`src/rtl/json_stream_tokenizer_macros.svh`:
```
// ---------------------------------------------------------------------------
// json_stream_tokenizer_macros
// Assertion macros used by the tokenizer back end (jst_back).
// ---------------------------------------------------------------------------
`ifndef JSON_STREAM_TOKENIZER_MACROS_SVH
`define JSON_STREAM_TOKENIZER_MACROS_SVH

// a implies b on the same edge
`define JST_ASSERT_IMP(label, clk, rst_n, a, b, msg) \
	label: assert property (@(posedge clk) disable iff (!rst_n) (a) |-> (b)) \
		else $error(msg);

// a implies b on the next edge
`define JST_ASSERT_NEXT(label, clk, rst_n, a, b, msg) \
	label: assert property (@(posedge clk) disable iff (!rst_n) (a) |=> (b)) \
		else $error(msg);

`endif

```
`src/rtl/jst_pkg.sv`:
```
// ---------------------------------------------------------------------------
// jst_pkg
// Types and constants of the JSON stream tokenizer.
// ---------------------------------------------------------------------------
package jst_pkg;

	localparam int StackDepth = 32;
	localparam int DepthW = 6;
	localparam int MaxRes = 4;

	localparam logic [3:0] EV_NONE = 4'd0;
	localparam logic [3:0] EV_OBJ_OPEN = 4'd1;
	localparam logic [3:0] EV_OBJ_CLOSE = 4'd2;
	localparam logic [3:0] EV_ARR_OPEN = 4'd3;
	localparam logic [3:0] EV_ARR_CLOSE = 4'd4;
	localparam logic [3:0] EV_KEY_BYTE = 4'd5;
	localparam logic [3:0] EV_KEY_END = 4'd6;
	localparam logic [3:0] EV_STR_BYTE = 4'd7;
	localparam logic [3:0] EV_STR_END = 4'd8;
	localparam logic [3:0] EV_INT = 4'd9;
	localparam logic [3:0] EV_NUM_BYTE = 4'd10;
	localparam logic [3:0] EV_REAL_END = 4'd11;
	localparam logic [3:0] EV_TRUE = 4'd12;
	localparam logic [3:0] EV_DOC_DONE = 4'd15;

	localparam logic [3:0] ERR_NONE = 4'd0;
	localparam logic [3:0] ERR_OBJ = 4'd1;
	localparam logic [3:0] ERR_ARR = 4'd2;
	localparam logic [3:0] ERR_STR = 4'd3;
	localparam logic [3:0] ERR_NUM = 4'd4;
	localparam logic [3:0] ERR_LIT = 4'd5;
	localparam logic [3:0] ERR_DEPTH = 4'd6;
	localparam logic [3:0] ERR_EOF = 4'd7;
	localparam logic [3:0] ERR_JSON = 4'd8;

	localparam logic [0:0] REG_MAX_DEPTH = 1'd0;

	typedef struct packed {
		logic [3:0] ev;
		logic [7:0] text;
		logic [DepthW-1:0] level;
		logic [63:0] mag;
		logic neg;
		logic [3:0] err;
		logic last;
	} res_t;

	typedef struct packed {
		logic [1:0] cnt;
		res_t [MaxRes-1:0] res;
	} bundle_t;

endpackage

```
`src/rtl/json_stream_tokenizer.sv`:
```
// ---------------------------------------------------------------------------
// json_stream_tokenizer
// Streaming JSON validator and tokenizer with APB depth-limit register.
// ---------------------------------------------------------------------------
// One byte is accepted per cycle unless a pending bundle waits on a full queue;
// each byte yields zero to four result items, delivered one per cycle while
// the receiver is ready from a two-entry queue, so throughput is one byte per
// cycle while bytes yield at most one item and drops for bytes producing more.
module json_stream_tokenizer import jst_pkg::*; (
	input  logic         clk,
	input  logic         arst_n,
	input  logic         psel,
	input  logic         penable,
	input  logic         pwrite,
	input  logic [1:0]   paddr,
	input  logic [31:0]  pwdata,
	output logic [31:0]  prdata,
	output logic         pready,
	input  logic         s_tvalid,
	output logic         s_tready,
	input  logic [7:0]   s_tdata,   // data_byte
	input  logic         s_tlast,   // end_of_doc
	output logic         m_tvalid,
	input  logic         m_tready,
	output logic [79:0]  m_tdata,   // text_byte, nest_level, int_magnitude, int_negative, pad
	output logic [7:0]   m_tuser,   // event_res, error_code
	output logic         m_tlast    // last_of_run
);

	logic [5:0] max_depth_q;
	logic       b_valid, b_ready;
	bundle_t    b_data;
	res_t       o_res;

	assign pready = 1'b1;
	assign prdata = (paddr[1:1] == REG_MAX_DEPTH) ? {26'd0, max_depth_q} : 32'd0;

	always_ff @(posedge clk or negedge arst_n) begin
		if (!arst_n) max_depth_q <= 6'd32;
		else if (psel && penable && pwrite && paddr[1:1] == REG_MAX_DEPTH && paddr[0] == 1'b0)
			max_depth_q <= pwdata[5:0];
	end

	jst_front u_front (
		.clk, .arst_n, .in_valid(s_tvalid), .in_ready(s_tready), .c(s_tdata),
		.eod(s_tlast), .max_depth(max_depth_q), .b_valid, .b_ready, .b_data
	);

	jst_back u_back (
		.clk, .arst_n, .b_valid, .b_ready, .b_data,
		.o_valid(m_tvalid), .o_ready(m_tready), .o_res
	);

	assign m_tdata = {1'b0, o_res.neg, o_res.mag, o_res.level, o_res.text};
	assign m_tuser = {o_res.err, o_res.ev};
	assign m_tlast = o_res.last;

endmodule

```
`src/rtl/jst_front.sv`:
```
// ---------------------------------------------------------------------------
// jst_front
// Per-byte parser: grammar state, container stack, number accumulate.
// Produces a bundle of up to four results per accepted byte.
// ---------------------------------------------------------------------------
module jst_front import jst_pkg::*; (
	input  logic          clk,
	input  logic          arst_n,
	input  logic          in_valid,
	output logic          in_ready,
	input  logic [7:0]    c,
	input  logic          eod,
	input  logic [5:0]    max_depth,
	output logic          b_valid,
	input  logic          b_ready,
	output bundle_t       b_data
);

	localparam logic [3:0] M_TOP = 4'd0;
	localparam logic [3:0] M_ARR_VAL = 4'd1;
	localparam logic [3:0] M_OBJ_KEY = 4'd2;
	localparam logic [3:0] M_KEY = 4'd3;
	localparam logic [3:0] M_COLON = 4'd4;
	localparam logic [3:0] M_OBJ_VAL = 4'd5;
	localparam logic [3:0] M_STR = 4'd6;
	localparam logic [3:0] M_NUM = 4'd7;
	localparam logic [3:0] M_LIT = 4'd8;
	localparam logic [3:0] M_AFTER = 4'd9;
	localparam logic [3:0] M_DONE = 4'd10;
	localparam logic [3:0] M_ERR = 4'd11;

	localparam logic [3:0] N_SIGN = 4'd1;
	localparam logic [3:0] N_ZERO = 4'd2;
	localparam logic [3:0] N_INT = 4'd3;
	localparam logic [3:0] N_ZERO_NEG = 4'd4;
	localparam logic [3:0] N_INT_NEG = 4'd5;
	localparam logic [3:0] N_DOT = 4'd6;
	localparam logic [3:0] N_FRAC = 4'd7;
	localparam logic [3:0] N_EXP = 4'd8;
	localparam logic [3:0] N_EXPSIGN = 4'd9;
	localparam logic [3:0] N_EXPDIG = 4'd10;

	logic [3:0]  mode_q, mode_n;
	logic [StackDepth-1:0] stack_q, stack_n;
	logic [DepthW-1:0] depth_q, depth_n;
	logic        comma_q, comma_n, esc_q, esc_n;
	logic [1:0]  lkind_q, lkind_n;
	logic [2:0]  lidx_q, lidx_n;
	logic [63:0] acc_q, acc_n;
	logic [3:0]  nflag_q, nflag_n;
	logic [3:0]  err_q, err_n;
	logic        bv_q;
	bundle_t     bd_q, bd_n;

	assign in_ready = !bv_q || b_ready;
	assign b_valid = bv_q;
	assign b_data = bd_q;

	function automatic logic [7:0] lit_char(input logic [1:0] k, input logic [2:0] i);
		logic [7:0] r;
		r = 8'h00;
		case (k)
			2'd1: case (i) 3'd1: r = "r"; 3'd2: r = "u"; 3'd3: r = "e"; default: r = 8'h00; endcase
			2'd2: case (i) 3'd1: r = "a"; 3'd2: r = "l"; 3'd3: r = "s"; 3'd4: r = "e";
				default: r = 8'h00; endcase
			2'd3: case (i) 3'd1: r = "u"; 3'd2: r = "l"; 3'd3: r = "l"; default: r = 8'h00; endcase
			default: r = 8'h00;
		endcase
		return r;
	endfunction

	always_comb begin
		logic ws, dig, nch, arr, key, ip, stop, num_closed, lim_ok;
		logic [3:0] f, d4;
		logic [63:0] x10;
		logic [5:0] limit;
		logic [2:0] llen;
		logic [7:0] v;
		res_t r;
		mode_n = mode_q; stack_n = stack_q; depth_n = depth_q; comma_n = comma_q;
		esc_n = esc_q; lkind_n = lkind_q; lidx_n = lidx_q; acc_n = acc_q;
		nflag_n = nflag_q; err_n = err_q;
		bd_n = '0;
		r = '0;
		stop = 1'b0;
		num_closed = 1'b0;
		ws = (c == 8'h20) || (c == 8'h0a) || (c == 8'h0d) || (c == 8'h09);
		dig = (c >= "0") && (c <= "9");
		d4 = c[3:0];
		nch = dig || c == "+" || c == "-" || c == "." || c == "e" || c == "E";
		f = nflag_q;
		ip = f == N_ZERO || f == N_INT || f == N_ZERO_NEG || f == N_INT_NEG;
		x10 = {acc_q[60:0], 3'b000} + {acc_q[62:0], 1'b0};
		lim_ok = (acc_q < 64'd1844674407370955161) ||
			(acc_q == 64'd1844674407370955161 &&
			 ((f == N_INT) ? (d4 <= 4'd5) : 1'b0)) ||
			(f == N_INT_NEG && acc_q < 64'd922337203685477580) ||
			(f == N_INT_NEG && acc_q == 64'd922337203685477580 && d4 <= 4'd8);
		if (f == N_INT_NEG) lim_ok = (acc_q < 64'd922337203685477580) ||
			(acc_q == 64'd922337203685477580 && d4 <= 4'd8);
		limit = (max_depth < 6'(StackDepth)) ? max_depth : 6'(StackDepth);
		arr = (depth_q != '0) ? stack_q[5'(depth_q - 6'd1)] : 1'b0;
		llen = (lkind_q == 2'd2) ? 3'd5 : 3'd4;
		key = mode_q == M_KEY;
		v = c;

		if (mode_q == M_ERR) begin
			stop = 1'b1;
		end else if (mode_q == M_KEY || mode_q == M_STR) begin
			stop = 1'b1;
			if (esc_q) begin
				esc_n = 1'b0;
				case (c)
					"\"", "\\", "/": v = c;
					"b": v = 8'h08;
					"f": v = 8'h0c;
					"n": v = 8'h0a;
					"r": v = 8'h0d;
					"t": v = 8'h09;
					default: v = 8'h00;
				endcase
				if (c == "\"" || c == "\\" || c == "/" || c == "b" || c == "f" ||
				    c == "n" || c == "r" || c == "t") begin
					r = '0; r.ev = key ? EV_KEY_BYTE : EV_STR_BYTE; r.text = v;
					r.level = depth_q; r.err = err_n;
					bd_n.res[bd_n.cnt] = r; bd_n.cnt = bd_n.cnt + 2'd1;
				end else if (err_n == ERR_NONE) begin
					err_n = ERR_STR; mode_n = M_ERR;
					r = '0; r.level = depth_q; r.err = err_n;
					bd_n.res[bd_n.cnt] = r; bd_n.cnt = bd_n.cnt + 2'd1;
				end
			end else if (c == "\"") begin
				r = '0; r.ev = key ? EV_KEY_END : EV_STR_END; r.level = depth_q;
				r.err = err_n;
				bd_n.res[bd_n.cnt] = r; bd_n.cnt = bd_n.cnt + 2'd1;
				mode_n = key ? M_COLON : ((depth_q != '0) ? M_AFTER : M_DONE);
			end else if (c == "\\") begin
				esc_n = 1'b1;
			end else if (c <= 8'h1f) begin
				err_n = ERR_STR; mode_n = M_ERR;
				r = '0; r.level = depth_q; r.err = err_n;
				bd_n.res[bd_n.cnt] = r; bd_n.cnt = bd_n.cnt + 2'd1;
			end else begin
				r = '0; r.ev = key ? EV_KEY_BYTE : EV_STR_BYTE; r.text = c;
				r.level = depth_q; r.err = err_n;
				bd_n.res[bd_n.cnt] = r; bd_n.cnt = bd_n.cnt + 2'd1;
			end
		end else if (mode_q == M_LIT) begin
			stop = 1'b1;
			if (lkind_q == 2'd0 || lidx_q >= llen || c != lit_char(lkind_q, lidx_q)) begin
				err_n = ERR_LIT; mode_n = M_ERR;
				r = '0; r.level = depth_q; r.err = err_n;
				bd_n.res[bd_n.cnt] = r; bd_n.cnt = bd_n.cnt + 2'd1;
			end else begin
				lidx_n = lidx_q + 3'd1;
				if (lidx_n == llen) begin
					r = '0; r.ev = EV_NUM_BYTE + {2'b00, lkind_q} + 4'd1;
					r.level = depth_q; r.err = err_n;
					bd_n.res[bd_n.cnt] = r; bd_n.cnt = bd_n.cnt + 2'd1;
					lkind_n = '0; lidx_n = '0;
					mode_n = (depth_q != '0) ? M_AFTER : M_DONE;
				end
			end
		end else if (mode_q == M_NUM && nch) begin
			stop = 1'b1;
			if (dig) begin
				if (f == N_SIGN) begin
					nflag_n = (d4 != 4'd0) ? N_INT_NEG : N_ZERO_NEG;
					acc_n = {60'd0, d4};
				end else if (f == N_INT || f == N_INT_NEG) begin
					if (!lim_ok) begin
						err_n = ERR_NUM;
					end else begin
						acc_n = x10 + {60'd0, d4};
					end
				end else if (f == N_DOT || f == N_FRAC) begin
					nflag_n = N_FRAC;
				end else if (f == N_EXP || f == N_EXPSIGN || f == N_EXPDIG) begin
					nflag_n = N_EXPDIG;
				end else begin
					err_n = ERR_NUM;
				end
			end else if (c == ".") begin
				if (!ip) err_n = ERR_NUM; else nflag_n = N_DOT;
			end else if (c == "e" || c == "E") begin
				if (!ip && f != N_FRAC) err_n = ERR_NUM; else nflag_n = N_EXP;
			end else begin
				if (f != N_EXP) err_n = ERR_NUM; else nflag_n = N_EXPSIGN;
			end
			r = '0; r.level = depth_q;
			if (err_n != ERR_NONE) begin
				mode_n = M_ERR; r.err = err_n; nflag_n = nflag_q; acc_n = acc_q;
			end else begin
				r.ev = EV_NUM_BYTE; r.text = c; r.err = err_n;
			end
			bd_n.res[bd_n.cnt] = r; bd_n.cnt = bd_n.cnt + 2'd1;
		end else if (mode_q == M_NUM) begin
			num_closed = 1'b1;
		end

		if (num_closed) begin
			r = '0; r.level = depth_q;
			if (ip) begin
				r.ev = EV_INT; r.mag = acc_q;
				r.neg = (f == N_ZERO_NEG || f == N_INT_NEG);
			end else if (f == N_FRAC || f == N_EXPDIG) begin
				r.ev = EV_REAL_END;
			end else begin
				err_n = ERR_NUM; mode_n = M_ERR; stop = 1'b1;
			end
			r.err = err_n;
			bd_n.res[bd_n.cnt] = r; bd_n.cnt = bd_n.cnt + 2'd1;
			if (!stop) begin
				acc_n = '0; nflag_n = '0;
				mode_n = (depth_q != '0) ? M_AFTER : M_DONE;
			end
		end

		if (!stop && !ws) begin
			// mode_n is current mode after a possible number close
			logic is_val, bad;
			logic [3:0] verr;
			is_val = 1'b0; bad = 1'b0; verr = ERR_JSON;
			case (mode_n)
				M_TOP: begin is_val = 1'b1; verr = ERR_JSON; end
				M_OBJ_VAL: begin is_val = 1'b1; verr = ERR_OBJ; end
				M_ARR_VAL: begin
					if (c == "]") begin
						if (comma_q) begin bad = 1'b1; verr = ERR_JSON; end
						else begin
							depth_n = depth_q - 6'd1; comma_n = 1'b0;
							r = '0; r.ev = EV_ARR_CLOSE; r.level = depth_n; r.err = err_n;
							bd_n.res[bd_n.cnt] = r; bd_n.cnt = bd_n.cnt + 2'd1;
							mode_n = (depth_n != '0) ? M_AFTER : M_DONE;
						end
					end else begin is_val = 1'b1; verr = ERR_ARR; end
				end
				M_OBJ_KEY: begin
					if (c == "}") begin
						if (comma_q) begin bad = 1'b1; verr = ERR_JSON; end
						else begin
							depth_n = depth_q - 6'd1; comma_n = 1'b0;
							r = '0; r.ev = EV_OBJ_CLOSE; r.level = depth_n; r.err = err_n;
							bd_n.res[bd_n.cnt] = r; bd_n.cnt = bd_n.cnt + 2'd1;
							mode_n = (depth_n != '0) ? M_AFTER : M_DONE;
						end
					end else if (c == "\"") begin
						comma_n = 1'b0; esc_n = 1'b0; mode_n = M_KEY;
					end else begin bad = 1'b1; verr = ERR_OBJ; end
				end
				M_COLON: begin
					if (c == ":") mode_n = M_OBJ_VAL;
					else begin bad = 1'b1; verr = ERR_OBJ; end
				end
				M_AFTER: begin
					if (c == ",") begin
						comma_n = 1'b1; mode_n = arr ? M_ARR_VAL : M_OBJ_KEY;
					end else if ((arr && c == "]") || (!arr && c == "}")) begin
						depth_n = depth_q - 6'd1; comma_n = 1'b0;
						r = '0; r.ev = arr ? EV_ARR_CLOSE : EV_OBJ_CLOSE; r.level = depth_n;
						r.err = err_n;
						bd_n.res[bd_n.cnt] = r; bd_n.cnt = bd_n.cnt + 2'd1;
						mode_n = (depth_n != '0) ? M_AFTER : M_DONE;
					end else begin bad = 1'b1; verr = arr ? ERR_ARR : ERR_OBJ; end
				end
				default: begin bad = 1'b1; verr = ERR_JSON; end
			endcase
			if (is_val) begin
				comma_n = 1'b0;
				if (c == "{" || c == "[") begin
					if (depth_q >= limit) begin
						bad = 1'b1; verr = ERR_DEPTH;
					end else begin
						stack_n[5'(depth_q)] = (c == "[");
						depth_n = depth_q + 6'd1;
						r = '0; r.ev = (c == "[") ? EV_ARR_OPEN : EV_OBJ_OPEN;
						r.level = depth_n; r.err = err_n;
						bd_n.res[bd_n.cnt] = r; bd_n.cnt = bd_n.cnt + 2'd1;
						mode_n = (c == "[") ? M_ARR_VAL : M_OBJ_KEY;
					end
				end else if (c == "\"") begin
					esc_n = 1'b0; mode_n = M_STR;
				end else if (c == "-" || dig) begin
					acc_n = (c == "-" || c == "0") ? 64'd0 : {60'd0, d4};
					nflag_n = (c == "-") ? N_SIGN : (c == "0") ? N_ZERO : N_INT;
					mode_n = M_NUM;
					r = '0; r.ev = EV_NUM_BYTE; r.text = c; r.level = depth_q; r.err = err_n;
					bd_n.res[bd_n.cnt] = r; bd_n.cnt = bd_n.cnt + 2'd1;
				end else if (c == "t" || c == "f" || c == "n") begin
					lkind_n = (c == "t") ? 2'd1 : (c == "f") ? 2'd2 : 2'd3;
					lidx_n = 3'd1; mode_n = M_LIT;
				end else begin
					bad = 1'b1;
				end
			end
			if (bad) begin
				err_n = verr; mode_n = M_ERR;
				r = '0; r.level = depth_n; r.err = err_n;
				bd_n.res[bd_n.cnt] = r; bd_n.cnt = bd_n.cnt + 2'd1;
			end
		end

		if (eod) begin
			if (mode_n == M_NUM) begin
				r = '0; r.level = depth_n;
				if (nflag_n == N_ZERO || nflag_n == N_INT || nflag_n == N_ZERO_NEG ||
				    nflag_n == N_INT_NEG) begin
					r.ev = EV_INT; r.mag = acc_n;
					r.neg = (nflag_n == N_ZERO_NEG || nflag_n == N_INT_NEG);
					mode_n = (depth_n != '0) ? M_AFTER : M_DONE;
				end else if (nflag_n == N_FRAC || nflag_n == N_EXPDIG) begin
					r.ev = EV_REAL_END;
					mode_n = (depth_n != '0) ? M_AFTER : M_DONE;
				end else begin
					err_n = ERR_NUM; mode_n = M_ERR;
				end
				r.err = err_n;
				bd_n.res[bd_n.cnt] = r; bd_n.cnt = bd_n.cnt + 2'd1;
			end
			if (mode_n != M_DONE && mode_n != M_ERR) begin
				err_n = ERR_EOF;
				r = '0; r.level = depth_n; r.err = err_n;
				bd_n.res[bd_n.cnt] = r; bd_n.cnt = bd_n.cnt + 2'd1;
			end
			r = '0; r.ev = EV_DOC_DONE; r.level = depth_n; r.err = err_n; r.last = 1'b1;
			bd_n.res[bd_n.cnt] = r;
			mode_n = M_TOP; depth_n = '0; comma_n = 1'b0; esc_n = 1'b0; lkind_n = '0;
			lidx_n = '0; acc_n = '0; nflag_n = '0; err_n = ERR_NONE;
		end else if (bd_n.cnt != 2'd0) begin
			bd_n.res[bd_n.cnt - 2'd1].last = 1'b1;
			bd_n.cnt = bd_n.cnt - 2'd1;
		end
	end

	// cnt holds number of results minus one; eod always emits, so count is cnt+1
	logic has_res;
	assign has_res = eod || (bd_n.res[0].last | bd_n.res[1].last | bd_n.res[2].last |
		bd_n.res[3].last);

	always_ff @(posedge clk or negedge arst_n) begin
		if (!arst_n) begin
			mode_q <= M_TOP; depth_q <= '0; comma_q <= 1'b0; esc_q <= 1'b0;
			lkind_q <= '0; lidx_q <= '0; acc_q <= '0; nflag_q <= '0; err_q <= ERR_NONE;
			bv_q <= 1'b0;
		end else begin
			if (in_valid && in_ready) begin
				mode_q <= mode_n; depth_q <= depth_n; comma_q <= comma_n; esc_q <= esc_n;
				lkind_q <= lkind_n; lidx_q <= lidx_n; acc_q <= acc_n; nflag_q <= nflag_n;
				err_q <= err_n;
				bv_q <= has_res;
			end else if (b_ready) begin
				bv_q <= 1'b0;
			end
		end
	end

	always_ff @(posedge clk) begin
		if (in_valid && in_ready) begin
			stack_q <= stack_n;
			bd_q <= bd_n;
		end
	end

endmodule

```
`src/rtl/jst_back.sv`:
```
// ---------------------------------------------------------------------------
// jst_back
// Bundle queue and result serializer: drains up to four results per byte.
// ---------------------------------------------------------------------------
module jst_back import jst_pkg::*; (
	input  logic    clk,
	input  logic    arst_n,
	input  logic    b_valid,
	output logic    b_ready,
	input  bundle_t b_data,
	output logic    o_valid,
	input  logic    o_ready,
	output res_t    o_res
);

`include "json_stream_tokenizer_macros.svh"

	bundle_t    fifo_q [2];
	logic       wp_q, rp_q;
	logic [1:0] cnt_q;
	logic [1:0] idx_q;
	logic       push, pop, take;
	bundle_t    head;

	assign b_ready = cnt_q != 2'd2;
	assign push = b_valid && b_ready;
	assign head = fifo_q[rp_q];
	assign o_valid = cnt_q != 2'd0;
	assign o_res = head.res[idx_q];
	assign take = o_valid && o_ready;
	assign pop = take && (idx_q == head.cnt);

	always_ff @(posedge clk) begin
		if (push) fifo_q[wp_q] <= b_data;
	end

	always_ff @(posedge clk or negedge arst_n) begin
		if (!arst_n) begin
			wp_q <= 1'b0; rp_q <= 1'b0; cnt_q <= '0; idx_q <= '0;
		end else begin
			if (push) wp_q <= !wp_q;
			if (pop) rp_q <= !rp_q;
			cnt_q <= cnt_q + {1'b0, push} - {1'b0, pop};
			if (pop) idx_q <= '0;
			else if (take) idx_q <= idx_q + 2'd1;
		end
	end

	`JST_ASSERT_IMP(a_last_on_pop, clk, arst_n, pop, o_res.last, "pop without last")
	`JST_ASSERT_IMP(a_no_last_mid, clk, arst_n, take && !pop, !o_res.last, "last mid run")
	`JST_ASSERT_NEXT(a_no_overflow, clk, arst_n, cnt_q == 2'd2 && !pop, cnt_q == 2'd2,
		"queue count")

endmodule

```
`config.mk`:
```
export PLATFORM = sky130hd
export DESIGN_NAME = json_stream_tokenizer
export DESIGN_NICKNAME = d
export VERILOG_FILES = /design/src/rtl/jst_pkg.sv /design/src/rtl/json_stream_tokenizer.sv /design/src/rtl/jst_front.sv /design/src/rtl/jst_back.sv
export VERILOG_INCLUDE_DIRS = /design/src /design/src/rtl
export SDC_FILE = /design/constraint.sdc
export NUM_CORES = 2
export LEC_CHECK = 0
export ABC_CLOCK_PERIOD_IN_PS = 35400
export BUFFER_PORTS_ARGS = -buffer_cell sky130_fd_sc_hd__buf_2
export CAP_MARGIN = 20
export CORE_MARGIN = 2
export CORE_UTILIZATION = 46
export CTS_CLUSTER_DIAMETER = 100
export DETAILED_ROUTE_END_ITERATION = 8
export HOLD_SLACK_MARGIN = 0.02
export MAX_ROUTING_LAYER = met4
export SYNTH_ARGS = -nofsm -noshare
export SYNTH_HDL_FRONTEND = slang
export SYNTH_SLANG_ARGS = --single-unit
export TNS_END_PERCENT = 50
```
`constraint.sdc`:
```
create_clock -name clk -period 35.4 [get_ports clk]
set_input_delay 0 -clock clk [delete_from_list [all_inputs] [get_ports clk]]
set_output_delay 0 -clock clk [all_outputs]
set_load 0.005 [all_outputs]
```
==> key figures <==
Timing
  • Peak Freq: 91.40 MHz
  • Setup WS post-layout: 24.46 ns
  • Max_slew headroom: 0.2292
  • Tmin final: 10.94 ns
  • Max-slew violations: 0
  • Final Setup Violations: 0
  • Setup_tns: 0 ns
  • Period utilisation layout: 0.3091
  • RSZ-0062 raised after global routing: false
  • Final hold viol count: 0
  • Slew @ Worst Pin: 1.156 ns
  • Final Skew: 0.05828 ns

Power and ir drop
  • Max VDD drop: 0.07695 mV
  • Cell Pwr Density: 87.33 nW/µm²
  • Overall power: approximately 5.6 mW
  • Leak pwr: 22.99 nW

Critical path
  • CP Max Fanout: 35
  • Critical path's largest stage delay: 0.68 ns
  • Cell mode on critical path: ha_1
  • Critical Path RT: 35.93 ns
  • WS Path Type: reg2reg
  • Worst setup EP type: flip-flop
  • Slowest cell on crit path: nor2_4
  • Worst Setup Start Kind: flip-flop
  • Worst endpoint data arrival time: 11.47 ns

Clock tree
  • Worst-path clk slew: 0.06 ns
  • Clk sinks: between 1000 and 1500
  • Post-CTS Resized: 0
  • Clock root buffer: clkbuf_16
  • CTS Buf Count: 120
  • Cts hold-fix bufs: 36
  • TritonCTS clock tree: built
  • Htree depth: 3
  • Setup bufs post-CTS: 0
  • Max clock buf depth: 3
  • Worst-Skew Late Latency: 0.79 ns

Synthesis
  • Ys async rst share: 0.08528
  • Netlist cell types: between 100 and 150
  • Post-synth EDFFs: 1094
  • Post-synth top flop: edfxtp_1
  • Synthesized area per cell: 13.61 µm²
  • Warnings, synthesis: 0
  • Synth Instances: between 4000 and 5000
  • Mapped Area: roughly 57000 µm²
  • #FFs+latches synth: 1196
  • Register area share after synthesis: 0.6183

Floorplan
  • Core area: 123600 µm²
  • FP Rows: 129
  • I/O Pins: 174
  • Die Area: 127300 µm²
  • Die height: 356.8 µm
  • Die outline width: 356.8 µm
  • Initial Utilization: 0.4631

Layout
  • Most frequent cells in the layout: edfxtp_1, nor2_1, nand2_1
  • Finished Cell Area: approximately 64000 µm²
  • Most common cell after layout, fill and taps aside: edfxtp_1
  • Area grow syn2layout: 11.43%
  • Final #Nets: 4552
  • Final Util: 0.5161
  • Layout cells sized above 1: 0.1679

Hold path
  • Hold crit path type: in2reg

Global route
  • Overflow left after global routing: 0
  • Vias in the first global route: 36260
  • GRT Util Overall: 0.2459
  • First-pass GRT wire length: 229200 µm
  • Initial antenna violation count: 0
  • Largest net degree at the start of global routing: roughly 160

Routing
  • Pre-antenna DRT Iters: 6
  • 1st-iter DRT viols: 3413
  • DR WL met3: roughly 7600 µm
  • DRC errors left: 0
  • Metal-1 WL: 64440 µm
  • Met2 WL: 74310 µm
  • Vias per inst: 5.953
  • Via count: 36160
  • WL/cell: 24.90 µm
  • Routed Wire Length: roughly 150000 µm
  • Routed Antenna Nets: 0
  • Top Metal Used: met4

Placement
  • GP Congestion: about 1
  • DP HPWL: 99230 µm
  • Dpl cell area: ~60000 µm²
  • Dpl ws: 24.74 ns
  • Buffers added on ports: 119

Status
  • Run status: completed

Flow run
  • Max cap viols: 0
## path summary, 6_finish.rpt
path                                         endpoint           startpoint  cells past startpoint  slack, ns
max in group asynchronous             u_back.idx_q[0]               arst_n                      4      34.08
min in group asynchronous              max_depth_q[5]               arst_n                      3       0.33
worst min-delay path                  u_back.idx_q[0]             m_tready                      5       0.23
worst max register to register     u_front.b_data[65]   u_front.depth_q[1]                     32      24.46
worst min register to register  u_back.fifo_q[0][255]  u_front.b_data[255]                      0       0.42
worst max-delay path               u_front.b_data[65]   u_front.depth_q[1]                     32      24.46
## state kept, by name, indices dropped and copies added, names as in the netlist, 2 cells and up
register,flops
u_front.acc_q,64
u_front.depth_q,6
u_front.mode_q,4
u_back.cnt_q,2
u_back.idx_q,2
u_front.stack_q,32
u_front.err_q,4
u_back.fifo_q,708
u_front.lidx_q,3
u_front.lkind_q,2
max_depth_q,6
u_front.b_data,354
u_front.nflag_q,4
## critical path: cells and delay by family, from the launching register on
kind	cells	cell delay, ns
simple gates	9	2.51
fa+ha+maj	5	1.82
compound gates	8	3.11
mux	4	1.19
flops	1	0.59
buf+inv	6	1.40
## layout make-up
class,instances,area (µm²)
Tap cell,1637,2048
Clock inverter,82,734.5
Inverter,69,266.5
Multi-Input combinational cell,2713,20610
Sequential cell,1196,35420
Antenna cell,1,2.502
Timing Repair Buffer,231,1572
Fill cell,10600,59830
Clock buffer,145,3158
## per-stage QoR
step,hold WS (ns),instances
after global placement,0.1082,5810
after detailed placement,0.1138,5810
after global routing,0.2322,6073
after CTS,0.1613,6073
final,0.2287,6074
after floorplan,-0.2956,4239
## power by group
group	internal (mW)	switching, mW
Combinational	0.765	1.34
Sequential	2.08	0.141
Clock	0.693	0.553
Total	3.54	2.03
## synth_stat cells (64+ instances only)
cell type | instances | area share
a21oi_1 | 190 | 0.017
clkbuf_1 | 155 | 0.010
dfrtp_1 | 101 | 0.044
edfxtp_1 | 1094 | 0.57
ha_1 | 169 | 0.037
inv_1 | 64 | 0.0042
mux2_2 | 101 | 0.020
mux4_2 | 184 | 0.072
nand2_1 | 387 | 0.025
nor2_1 | 395 | 0.026
nor3_1 | 64 | 0.0056
o21ai_0 | 189 | 0.017
o2bb2ai_1 | 64 | 0.0098
## cell families (layout without fill, tap and decap cells)
logic type	after synthesis	count (layout)	synth area share
buf+inv	330	527	0.02563
flops	1196	1196	0.6183
simple gates	1214	1214	0.1000
fa+ha+maj	171	171	0.03763
mux	319	319	0.09827
xor+xnor	83	83	0.01283
compound gates	892	892	0.1071
other cells	2	35	0.0001312
## metal layers
layer / GRT usage / vias to the layer above
met5: - / -
met4: 0.07950 / 0
met3: 0.03250 / 241
met2: 0.4007 / 1122
met1: 0.3207 / 18260
li1: - / 16540
Note: power is estimated with default switching activity, not from simulation.
